===== config.mk =====
export PLATFORM = sky130hd
export DESIGN_NAME = window_packetizer_unit
export DESIGN_NICKNAME = d
export VERILOG_FILES = /design/src/sv/wpk_pkg.sv /design/src/sv/wpk_frontend.sv /design/src/sv/wpk_emitter.sv /design/src/sv/window_packetizer_unit.sv
export SDC_FILE = /design/constraint.sdc
export NUM_CORES = 1
export LEC_CHECK = 0
export BUFFER_PORTS_ARGS = -buffer_cell sky130_fd_sc_hd__buf_2
export CORE_UTILIZATION = 55
export DETAILED_ROUTE_END_ITERATION = 8
export HOLD_SLACK_MARGIN = 0.15
export PLACE_DENSITY = 0.75
export SLEW_MARGIN = 20
export SYNTH_ARGS = -nofsm -noshare
export SYNTH_HDL_FRONTEND = slang
export SYNTH_SLANG_ARGS = --single-unit

===== constraint.sdc =====
create_clock -name aclk -period 7.7 [get_ports aclk]
set_clock_uncertainty 0.15 [all_clocks]
set_input_delay 0.77 -clock aclk [delete_from_list [all_inputs] [get_ports aclk]]
set_output_delay 0.77 -clock aclk [all_outputs]
set_load 0.1 [all_outputs]

===== src/sv/wpk_pkg.sv =====
// ----------------------------------------------------------------------------
// wpk_pkg
// Shared types and constants for the window packetizer.
// ----------------------------------------------------------------------------
package wpk_pkg;

    localparam int WORDS_PER_PACKET_DEFAULT = 50;

    // Packet position and padding counts; covers packet sizes up to 63 words.
    localparam int PPOS_W = 6;

    localparam logic [7:0] HDR_FIRST_MARK = 8'hAA;
    localparam logic [7:0] HDR_LATER_MARK = 8'hBB;

    localparam logic [2:0] BYTES_FULL = 3'd4;
    localparam logic [2:0] BYTES_ONE  = 3'd1;

    // One accepted word and everything needed to emit its chunks.
    typedef struct packed {
        logic [31:0]       word;
        logic [15:0]       len;
        logic [7:0]        peaks;
        logic              hdr_first;
        logic              hdr_later;
        logic [PPOS_W-1:0] pad_total;
        logic              pend;
        logic              wend;
    } job_t;

    typedef enum logic [2:0] {
        PH_START,
        PH_HDR,
        PH_LEN_HI,
        PH_WORD,
        PH_PAD
    } phase_t;

endpackage


===== src/sv/wpk_frontend.sv =====
// ----------------------------------------------------------------------------
// wpk_frontend
// Window/packet position tracking; turns each request into a chunk job.
// ----------------------------------------------------------------------------
module wpk_frontend #(
    parameter int WORDS_PER_PACKET = wpk_pkg::WORDS_PER_PACKET_DEFAULT
) (
    input  logic               aclk,
    input  logic               aresetn,
    input  logic               s_valid,
    output logic               s_ready,
    input  logic [31:0]        s_sample_word,
    input  logic [13:0]        s_total_words,
    input  logic [7:0]         s_peak_count,
    input  logic               job_pop,
    output logic               job_valid,
    output wpk_pkg::job_t      job
);

    localparam logic [wpk_pkg::PPOS_W-1:0] WPP = wpk_pkg::PPOS_W'(WORDS_PER_PACKET);

    logic [13:0]                 window_position_reg, window_position_next;
    logic [wpk_pkg::PPOS_W-1:0]  packet_position_reg, packet_position_next;
    logic                        in_first_packet_reg, in_first_packet_next;
    logic                        job_valid_reg, job_valid_next;
    wpk_pkg::job_t               job_reg, job_next;

    logic                        accept;
    logic [wpk_pkg::PPOS_W-1:0]  pp1;
    logic [14:0]                 wp1;
    logic                        wend;
    logic                        pend;
    logic                        pad;

    assign s_ready = !job_valid_reg || job_pop;
    assign accept  = s_valid && s_ready;

    assign pp1  = packet_position_reg + 1'b1;
    assign wp1  = {1'b0, window_position_reg} + 15'd1;
    assign wend = wp1 >= {1'b0, s_total_words};
    assign pend = pp1 >= WPP;
    assign pad  = wend && !pend && in_first_packet_reg;

    always_comb begin
        job_next.word      = s_sample_word;
        job_next.len       = {s_total_words, 2'b00};
        job_next.peaks     = s_peak_count;
        job_next.hdr_first = (packet_position_reg == '0) && in_first_packet_reg;
        job_next.hdr_later = (packet_position_reg == '0) && !in_first_packet_reg;
        job_next.pad_total = pad ? (WPP - pp1) : '0;
        job_next.pend      = !pad && (wend || pend);
        job_next.wend      = !pad && wend;
    end

    always_comb begin
        window_position_next = window_position_reg;
        packet_position_next = packet_position_reg;
        in_first_packet_next = in_first_packet_reg;
        job_valid_next       = job_valid_reg;
        if (accept) begin
            job_valid_next = 1'b1;
            if (wend) begin
                window_position_next = '0;
                packet_position_next = '0;
                in_first_packet_next = 1'b1;
            end else begin
                window_position_next = wp1[13:0];
                if (pend) begin
                    packet_position_next = '0;
                    in_first_packet_next = 1'b0;
                end else begin
                    packet_position_next = pp1;
                end
            end
        end else if (job_pop) begin
            job_valid_next = 1'b0;
        end
    end

    always_ff @(posedge aclk) begin
        if (!aresetn) begin
            window_position_reg <= '0;
            packet_position_reg <= '0;
            in_first_packet_reg <= 1'b1;
            job_valid_reg       <= 1'b0;
        end else begin
            window_position_reg <= window_position_next;
            packet_position_reg <= packet_position_next;
            in_first_packet_reg <= in_first_packet_next;
            job_valid_reg       <= job_valid_next;
        end
    end

    always_ff @(posedge aclk) begin
        if (accept) begin
            job_reg <= job_next;
        end
    end

    assign job_valid = job_valid_reg;
    assign job       = job_reg;

    a_ppos_range: assert property (@(posedge aclk) disable iff (!aresetn)
        packet_position_reg < WPP)
        else $error("packet position out of range");

    a_first_implies_pos: assert property (@(posedge aclk) disable iff (!aresetn)
        (window_position_reg == '0) |-> (packet_position_reg == '0) && in_first_packet_reg)
        else $error("window start not at first packet start");

    a_pop_needs_job: assert property (@(posedge aclk) disable iff (!aresetn)
        job_pop |-> job_valid_reg)
        else $error("job popped while empty");

endmodule


===== src/sv/wpk_emitter.sv =====
// ----------------------------------------------------------------------------
// wpk_emitter
// Walks one job through header, word and padding chunks into the output
// register, one chunk per cycle while the output register is free or taken.
// ----------------------------------------------------------------------------
module wpk_emitter (
    input  logic               aclk,
    input  logic               aresetn,
    input  logic               job_valid,
    input  wpk_pkg::job_t      job,
    output logic               job_pop,
    output logic               m_valid,
    input  logic               m_ready,
    output logic [31:0]        m_chunk,
    output logic [2:0]         m_byte_count,
    output logic               m_packet_end,
    output logic               m_window_end
);

    wpk_pkg::phase_t             phase_reg, phase_next, phase_cur;
    logic [wpk_pkg::PPOS_W-1:0]  pad_cnt_reg, pad_cnt_next;
    logic                        m_valid_reg, m_valid_next;
    logic [31:0]                 chunk_reg, chunk_next;
    logic [2:0]                  count_reg, count_next;
    logic                        pend_reg, pend_next;
    logic                        wend_reg, wend_next;

    logic                        load;
    logic                        fire;
    logic                        last;
    logic                        pad_last;

    assign load     = !m_valid_reg || m_ready;
    assign fire     = job_valid && load;
    assign pad_last = (pad_cnt_reg + 1'b1) == job.pad_total;
    assign job_pop  = fire && last;

    always_comb begin
        phase_cur = phase_reg;
        if (phase_reg == wpk_pkg::PH_START) begin
            phase_cur = (job.hdr_first || job.hdr_later) ? wpk_pkg::PH_HDR
                                                         : wpk_pkg::PH_WORD;
        end
    end

    // chunk contents for the current phase
    always_comb begin
        chunk_next = '0;
        count_next = wpk_pkg::BYTES_FULL;
        pend_next  = 1'b0;
        wend_next  = 1'b0;
        last       = 1'b0;
        case (phase_cur)
            wpk_pkg::PH_HDR: begin
                if (job.hdr_first) begin
                    chunk_next = {job.len[7:0], job.peaks,
                                  wpk_pkg::HDR_FIRST_MARK, wpk_pkg::HDR_FIRST_MARK};
                end else begin
                    chunk_next = {job.len[15:8], job.len[7:0],
                                  wpk_pkg::HDR_LATER_MARK, wpk_pkg::HDR_LATER_MARK};
                end
            end
            wpk_pkg::PH_LEN_HI: begin
                chunk_next = {24'd0, job.len[15:8]};
                count_next = wpk_pkg::BYTES_ONE;
            end
            wpk_pkg::PH_WORD: begin
                chunk_next = job.word;
                pend_next  = job.pend;
                wend_next  = job.wend;
                last       = job.pad_total == '0;
            end
            wpk_pkg::PH_PAD: begin
                pend_next = pad_last;
                wend_next = pad_last;
                last      = pad_last;
            end
            default: begin
                chunk_next = '0;
            end
        endcase
    end

    // phase sequencing
    always_comb begin
        phase_next   = phase_reg;
        pad_cnt_next = pad_cnt_reg;
        if (fire) begin
            case (phase_cur)
                wpk_pkg::PH_HDR: begin
                    phase_next = job.hdr_first ? wpk_pkg::PH_LEN_HI : wpk_pkg::PH_WORD;
                end
                wpk_pkg::PH_LEN_HI: begin
                    phase_next = wpk_pkg::PH_WORD;
                end
                wpk_pkg::PH_WORD: begin
                    phase_next   = last ? wpk_pkg::PH_START : wpk_pkg::PH_PAD;
                    pad_cnt_next = '0;
                end
                wpk_pkg::PH_PAD: begin
                    phase_next   = pad_last ? wpk_pkg::PH_START : wpk_pkg::PH_PAD;
                    pad_cnt_next = pad_cnt_reg + 1'b1;
                end
                default: begin
                    phase_next = wpk_pkg::PH_START;
                end
            endcase
        end
    end

    always_comb begin
        m_valid_next = m_valid_reg;
        if (load) begin
            m_valid_next = job_valid;
        end
    end

    always_ff @(posedge aclk) begin
        if (!aresetn) begin
            phase_reg   <= wpk_pkg::PH_START;
            pad_cnt_reg <= '0;
            m_valid_reg <= 1'b0;
        end else begin
            phase_reg   <= phase_next;
            pad_cnt_reg <= pad_cnt_next;
            m_valid_reg <= m_valid_next;
        end
    end

    always_ff @(posedge aclk) begin
        if (fire) begin
            chunk_reg <= chunk_next;
            count_reg <= count_next;
            pend_reg  <= pend_next;
            wend_reg  <= wend_next;
        end
    end

    assign m_valid      = m_valid_reg;
    assign m_chunk      = chunk_reg;
    assign m_byte_count = count_reg;
    assign m_packet_end = pend_reg;
    assign m_window_end = wend_reg;

    a_wend_pend: assert property (@(posedge aclk) disable iff (!aresetn)
        m_valid_reg && wend_reg |-> pend_reg)
        else $error("window end without packet end");

    a_short_chunk: assert property (@(posedge aclk) disable iff (!aresetn)
        m_valid_reg && (count_reg == wpk_pkg::BYTES_ONE) |-> (chunk_reg[31:8] == '0))
        else $error("short chunk has stray upper bytes");

    a_pad_bound: assert property (@(posedge aclk) disable iff (!aresetn)
        (phase_reg == wpk_pkg::PH_PAD) |-> (pad_cnt_reg < job.pad_total))
        else $error("padding overran");

    a_pop_idle: assert property (@(posedge aclk) disable iff (!aresetn)
        job_pop |=> (phase_reg == wpk_pkg::PH_START))
        else $error("sequencer not rearmed after job");

endmodule


===== src/sv/window_packetizer_unit.sv =====
// ----------------------------------------------------------------------------
// window_packetizer_unit
// Packs windows of 32-bit sample words into link packets.
// ----------------------------------------------------------------------------
// Input channel (s_*): one sample word per request with the window's word
// count and peak count. Output channel (m_*): little-endian chunks of 1 or 4
// bytes, each with a byte count and packet-end / window-end marks.
// Each word yields its own 4-byte chunk, preceded by a 4+1 byte header at the
// start of the window's first packet or a 4-byte header at later packets. A
// window that ends inside its first packet is padded with zero words to the
// full packet length.
// The first chunk of a word passes through the job register and then the
// output register. Throughput: one chunk per cycle from the output sequencer
// while the receiver takes chunks; a word has 1 to 3 chunks, or up to
// WORDS_PER_PACKET + 2 with padding. The next word is accepted while the
// last chunk of the current one is being loaded into the output register.
// Reset: synchronous, active low; clears window and packet positions and
// drops any pending chunks. A stalled receiver holds the output register and
// backs up into s_ready once the job register is occupied.
// ----------------------------------------------------------------------------
module window_packetizer_unit #(
    parameter int WORDS_PER_PACKET = wpk_pkg::WORDS_PER_PACKET_DEFAULT
) (
    input  logic        aclk,
    input  logic        aresetn,
    input  logic        s_valid,
    output logic        s_ready,
    input  logic [31:0] s_sample_word,
    input  logic [13:0] s_total_words,
    input  logic [7:0]  s_peak_count,
    output logic        m_valid,
    input  logic        m_ready,
    output logic [31:0] m_chunk,
    output logic [2:0]  m_byte_count,
    output logic        m_packet_end,
    output logic        m_window_end
);

    logic          job_valid;
    logic          job_pop;
    wpk_pkg::job_t job;

    wpk_frontend #(
        .WORDS_PER_PACKET (WORDS_PER_PACKET)
    ) u_frontend (
        .aclk          (aclk),
        .aresetn       (aresetn),
        .s_valid       (s_valid),
        .s_ready       (s_ready),
        .s_sample_word (s_sample_word),
        .s_total_words (s_total_words),
        .s_peak_count  (s_peak_count),
        .job_pop       (job_pop),
        .job_valid     (job_valid),
        .job           (job)
    );

    wpk_emitter u_emitter (
        .aclk         (aclk),
        .aresetn      (aresetn),
        .job_valid    (job_valid),
        .job          (job),
        .job_pop      (job_pop),
        .m_valid      (m_valid),
        .m_ready      (m_ready),
        .m_chunk      (m_chunk),
        .m_byte_count (m_byte_count),
        .m_packet_end (m_packet_end),
        .m_window_end (m_window_end)
    );

endmodule

==> results of run 1 <==
cells in the mapped netlist, types with 2 or more instances:
| library cell | count |
|---|---|
| inv_1 | 24 |
| xnor2_1 | 18 |
| o22ai_1 | 4 |
| o21ai_0 | 13 |
| nor2_1 | 52 |
| or3_1 | 14 |
| nand4_1 | 3 |
| nand2_4 | 3 |
| dfxtp_1 | 32 |
| buf_4 | 3 |
| o22ai_2 | 10 |
| o211ai_1 | 3 |
| o31ai_2 | 3 |
| mux2i_1 | 13 |
| inv_2 | 2 |
| buf_6 | 4 |
| a21o_1 | 8 |
| edfxtp_1 | 100 |
| a22o_1 | 3 |
| a21oi_1 | 42 |
| clkbuf_1 | 14 |
| and2_1 | 2 |
| nor4_1 | 3 |
| a21oi_2 | 8 |
| nand2_1 | 45 |
| o21a_1 | 2 |
| and3_1 | 9 |
| nand2_2 | 3 |
| and4_4 | 2 |
| buf_2 | 6 |
| a31oi_1 | 7 |
| nand3_1 | 24 |
| a22oi_1 | 6 |
| xor2_1 | 10 |
| and4_1 | 2 |
| ha_1 | 20 |
| nor3_1 | 5 |
| nand2b_1 | 4 |
| nor2b_1 | 2 |
layout by cell type (no fill, tap or decap), types with 6 or more instances in the layout:
cell type,synthesis,layout
a21o_1,8,8
a21oi_1,42,42
a21oi_2,8,8
a22oi_1,6,6
a31oi_1,7,7
and3_1,9,9
buf_2,6,95
clkbuf_16,0,17
dfxtp_1,32,32
edfxtp_1,100,100
ha_1,20,20
inv_1,24,24
mux2i_1,13,13
nand2_1,45,45
nand3_1,24,24
nor2_1,52,52
o21ai_0,13,13
o22ai_2,10,10
or3_1,14,14
xnor2_1,18,18
xor2_1,10,10
layout make-up:
| type | count | share of cell area [%] |
|---|---|---|
| Sequential cell | 132 | 49.0 |
| Multi-Input combinational cell | 363 | 32.9 |
| Timing Repair Buffer | 96 | 6.50 |
| Clock buffer | 21 | 5.93 |
| Tap cell | 140 | 2.36 |
| Clock inverter | 11 | 1.82 |
| Inverter | 27 | 1.40 |
| Antenna cell | 1 | 0.0337 |
worst max-delay path: stages, from the launching register on:
cell and delay, ps:
dfxtp_1 440, ha_1 260, and3_1 240, nand2_4 90
nor2_1 170, nand3_1 110, xnor2_1 210, ha_1 290
a21o_1 170, a21oi_1 160, o221ai_2 130, a21oi_4 550
and2_1 390, nand2_2 120, o31ai_2 210
layer usage:
metal | global-route usage, % | vias up | share of wire, %
li1 | - | 2190 | -
met2 | 39.4 | 173 | 48
met5 | 0 | - | 0
met4 | 11.1 | 0 | 2.1
met1 | 31.0 | 2203 | 43
met3 | 7.47 | 23 | 6.6
cell families after synthesis:
family / synth area share [%]
compound gates: 13.7
xor+xnor: 3.87
fa+ha+maj: 3.95
buf+inv: 4.00
flops: 57.4
mux: 2.05
other cells: 0.0591
simple gates: 15.0
worst paths after layout:
check | startpoint | to | slack, ps
min reg2reg | u_frontend.job[62]$_DFFE_PP_ | u_emitter.m_chunk[28]$_DFFE_PP_ | 370
max reg2reg | u_frontend.window_position_reg[0]$_SDFFE_PN0P_ | u_frontend.packet_position_reg[0]$_SDFFE_PN0P_ | 3920
min | u_frontend.job[62]$_DFFE_PP_ | u_emitter.m_chunk[28]$_DFFE_PP_ | 370
max | u_frontend.window_position_reg[0]$_SDFFE_PN0P_ | u_frontend.packet_position_reg[0]$_SDFFE_PN0P_ | 3920
metrics by stage:
stage          total power (uW)  utilization [%]  instance area [um^2]  setup slack (ps)
6_report                   1960             67.3                  7430              3920
5_1_grt                    2030             67.3                  7430              3560
4_1_cts                    1970             67.3                  7430              3890
2_1_floorplan              1120                -                  6340              3280
3_5_place_dp               1190             62.1                  6850              3940
3_3_place_gp               1180             62.1                  6850              4130
power breakdown:
group          internal, uW  switching, uW
Combinational          69.9            251
Clock                   504            287
Sequential              825           26.5
==> reports/results.tsv, run 1 <==
metric	value	unit
EDFF count, synth	100	
share of layout cells above drive strength 1	25.1	%
CP Launch Type	flop	
Placed Cells	758	
max-cap violations	0	
run status	finished clean	
final period utilization	49.1	%
std cell rows	38	
vias in the first global route	4357	
cell count after synthesis	549	
Routed WL	13.7	mm
fillers	833	
#FFs+latches synth	132	
DRC	0	
Vias	4589	
total I/O pin count	97	
post-synth top area cell	edfxtp_1	
CTS resizes	0	
post-DP HPWL	9.23	mm
Critical Path AT	3960	ps
Max Slew Vio Count	0	
CTS H-tree depth	4	
Yosys cell types	60	
initial antenna violation count	1	
FMAX	264	MHz
chip width	109	um
top_reg_cell synth	edfxtp_1	
P&R area growth vs syn	17.1	%
CTS tree	done	
Core Region	11000	um^2
hold slack	373	ps
Setup Buffers After CTS	0	
crit path capture type	flop	
clock buffer count from CTS	17	
Post-CTS Hold Buffers	0	
top cell type's share of synthesized area	47.3	%
setup TNS	0	ps
global route total overflow	0	
Min-Delay Path Class	flop to flop	
max reg flops	64	
Root Driver	clkbuf_16	
Pleak	0.00296	uW
Iteration-0 DRC Markers	285	
final hold violations	0	
RSZ-0062 raised after global routing	false	
Area contributors post-synth	edfxtp_1, dfxtp_1, ha_1, a21oi_1, nor2_1	
Nets	715	
Max VDD drop	0.224	mV
Routed wire per std cell	17.3	um
Initial Util	57.5	%
Synth Warn #	0	
register area share after synthesis	57.4	%
storage element area	3640	um^2
Reg clk slew, reported paths	50	ps
Mean Syn Cell Area	11.6	um^2
P per Cell Area	264	nW/um^2
Slew @ Worst Pin	1020	ps
Die Span Y	109	um
WS Path Type	flop to flop	
first-pass GRT wire length	21.7	mm
final setup fails	0	
FFs w/ async S/R, synth	0	%
Cell Area, Synth	6340	um^2
CP max FO	19	
Clk Latency, worst-skew pair	420	ps
fin crit period	3780	ps
multi-input logic area	2440	um^2
Via density	5.80	
Routed Antenna Nets	0	
TritonRoute pass-1 iters	4	
PortBufs	95	
die area	12000	um^2
gr usage total	24.7	%
worst endpoint required time	7880	ps
largest net degree at the start of global routing	72	
Worst Hold Depth	2	
Rel. slew slack	32.0	%
Placer Congestion	0.830	
CTS max path bufs	2	
Finished Layout Cells	791	
R2R cell count	14	
post-synthesis net count	627	
CTS Sinks	132	
Power figures use the tool's default switching activity.
==> run 2: changes to the inputs <==
==> constraint.sdc (replaced) <==
create_clock -name aclk -period 3.72 [get_ports aclk]
set_clock_uncertainty 0.15 [all_clocks]
set_input_delay 0.372 -clock aclk [delete_from_list [all_inputs] [get_ports aclk]]
set_output_delay 0.372 -clock aclk [all_outputs]
set_load 0.1 [all_outputs]
==> reports/results.tsv, run 2 (synthesis results as in run 1) <==
metric	value	unit	change
max reg flops	64		unchanged
WHS Endpoint	u_frontend.in_first_packet_reg$_SDFFE_PN1P_		
largest net degree at the start of global routing	46		-36%
vias in the first global route	4611		+5.8%
Rel. slew slack	34.3	%	+2.3 points
clock buffer count from CTS	17		unchanged
DRC	0		unchanged
cell family with most CP delay	simple AND/OR/NAND/NOR gates		
CTS resizes	0		unchanged
PortBufs	95		unchanged
worst endpoint required time	3900	ps	-3980 ps
die area	12000	um^2	unchanged
Die Span Y	109	um	unchanged
crit path capture type	flop		
total I/O pin count	97		unchanged
TritonRoute pass-1 iters	5		+1
Setup Buffers After CTS	0		unchanged
CTS Sinks	132		unchanged
R2R Path Start	u_frontend.window_position_reg[0]$_SDFFE_PN0P_		
Routed WL	14.9	mm	+8.9%
crit path max-delay cell type	dfxtp_1		
std cell rows	38		unchanged
CP max FO	8		-11
Pleak	0.00323	uW	+8.9%
Max VDD drop	0.515	mV	+130%
chip width	109	um	unchanged
global route total overflow	0		unchanged
Iteration-0 DRC Markers	297		+4.2%
Slew @ Worst Pin	984	ps	-32.4 ps
CP max stage delay	440	ps	-110 ps
first-pass GRT wire length	23.4	mm	+7.7%
reg2reg setup slack	300	ps	-3620 ps
post-DP HPWL	9.45	mm	+2.4%
fin crit period	3420	ps	-362 ps
buffers plus inverters on the worst setup path	0		unchanged
Max Slew Vio Count	0		unchanged
Initial Util	57.5	%	unchanged
final period utilization	92.0	%	+43 points
run status	finished clean		
Min-Delay Path Class	input pin to flop		
final hold violations	0		unchanged
hold_sp	aresetn		
Tot Pwr	4130	uW	+110%
share of layout cells above drive strength 1	23.9	%	-1.2 points
gr usage total	26.4	%	+1.8 points
Util after Layout	72.9	%	+5.6 points
P&R area growth vs syn	26.8	%	
FMAX	292	MHz	+11%
ant diodes	0		-1
Vias	4831		+5.3%
CP dominant cell by count	ha_1		
WS Path Type	flop to flop		
setup TNS	0	ps	unchanged
Via density	5.67		-2.3%
R2R cell count	14		unchanged
Worst Hold Depth	2		unchanged
Clk Latency, worst-skew pair	420	ps	about the same
Core Region	11000	um^2	unchanged
Routed wire per std cell	17.5	um	+1.1%
reg2reg end	u_frontend.packet_position_reg[0]$_SDFFE_PN0P_		
CP Launch Type	flop		
Routed Antenna Nets	0		unchanged
final setup fails	0		unchanged
Reg clk slew, reported paths	60	ps	about the same
fillers	754		-9.5%
commonest non-fill, non-tap cells in the layout	edfxtp_1, buf_2, dlygate4sd3_1		
initial antenna violation count	0		-1
P per Cell Area	514	nW/um^2	+94%
Nets	777		+8.7%
Critical Path AT	3600	ps	-360 ps
CTS max path bufs	2		unchanged
CTS tree	done		
Root Driver	clkbuf_16		
Placer Congestion	0.825		-0.59%
commonest non-fill, non-tap cell in the layout	edfxtp_1		
max-cap violations	0		unchanged
CTS H-tree depth	4		unchanged
RSZ-0062 raised after global routing	false		
crit path cell chain	ha_1 > and3_1 > nand2_4 > nor2_1 > nand3_1 > xnor2_1 > ha_1 > a21o_1 > a21oi_1 > o221ai_2 > a21oi_4 > and2_1 > nand2_2 > o31ai_2		
## run 2: cell types whose count changed in the layout (fill, tap and decap cells not counted), sizes merged
cell	before	now
clkinvlp	2	3
buf	96	102
dlygate4sd3	0	56
clkinv	6	5
diode	1	0
## run 2: timing repair
action                                 CTS  global route
setup endpoints to repair                0             0
endpoints found under the hold margin   56             0
hold buffers                            56             0
## run 2: worst max path at each step
| stage | cells after the start | startpoint | end |
|---|---|---|---|
| finish | 14 | u_frontend.window_position_reg[0]$_SDFFE_PN0P_ | u_frontend.packet_position_reg[0]$_SDFFE_PN0P_ |
| global route | 14 | u_frontend.window_position_reg[0]$_SDFFE_PN0P_ | u_frontend.packet_position_reg[4]$_SDFFE_PN0P_ |
| CTS | 14 | u_frontend.window_position_reg[0]$_SDFFE_PN0P_ | u_frontend.packet_position_reg[0]$_SDFFE_PN0P_ |
| detailed placement | 14 | u_frontend.window_position_reg[0]$_SDFFE_PN0P_ | u_frontend.packet_position_reg[0]$_SDFFE_PN0P_ |
| global placement | 14 | u_frontend.window_position_reg[0]$_SDFFE_PN0P_ | u_frontend.packet_position_reg[0]$_SDFFE_PN0P_ |
| floorplan | 6 | u_emitter.pad_cnt_reg[0]$_SDFFE_PN0P_ | s_ready |
## run 2: routing by layer
| metal | global-route usage [%] | routed length (um) | up-vias |
|---|---|---|---|
| li1 | - | - | 2308 |
| met4 | 10.2 | 303 | 0 |
| met2 | 44.1 | 7400 | 173 |
| met1 | 33.6 | 6320 | 2323 |
| met5 | 0 | 0 | - |
| met3 | 6.05 | 870 | 27 |
## run 2: stage by stage
stage | hold slack, ps | std cells | setup WS, ps | area [um^2]
3_3_place_gp | 324 | 764 | 477 | 6910
4_1_cts | 203 | 852 | 306 | 8040
6_report | 216 | 852 | 298 | 8040
3_5_place_dp | 335 | 764 | 347 | 6910
2_1_floorplan | 312 | 549 | 443 | 6340
5_1_grt | 225 | 852 | 1.79 | 8040
## run 2: where the power goes
part / leakage (uW) / total (uW) / internal, uW / switching, uW
logic: 0.00174 / 733 / 191 / 543
registers: 0.00121 / 1760 / 1710 / 52.2
clock network: 0.000272 / 1640 / 1040 / 597
## run 2: layout make-up
class                      count  area (um^2)  area share (%)
multi-input combinational    363         2440            30.4
clock inverter                11          135            1.68
inverter                      27          104            1.29
clock buffer                  21          440            5.48
sequential                   132         3640            45.3
timing repair buffer         158         1100            13.7
tap                          140          175            2.18
## run 2: worst register-to-register path, cell delays in order, from the launching register on
cell and delay (ps):
dfxtp_1 440, ha_1 260, and3_1 240, nand2_4 90, nor2_1 170, nand3_1 110, xnor2_1 220, ha_1 290
a21o_1 170, a21oi_1 180, o221ai_2 140, a21oi_4 240, and2_1 330, nand2_2 120, o31ai_2 180
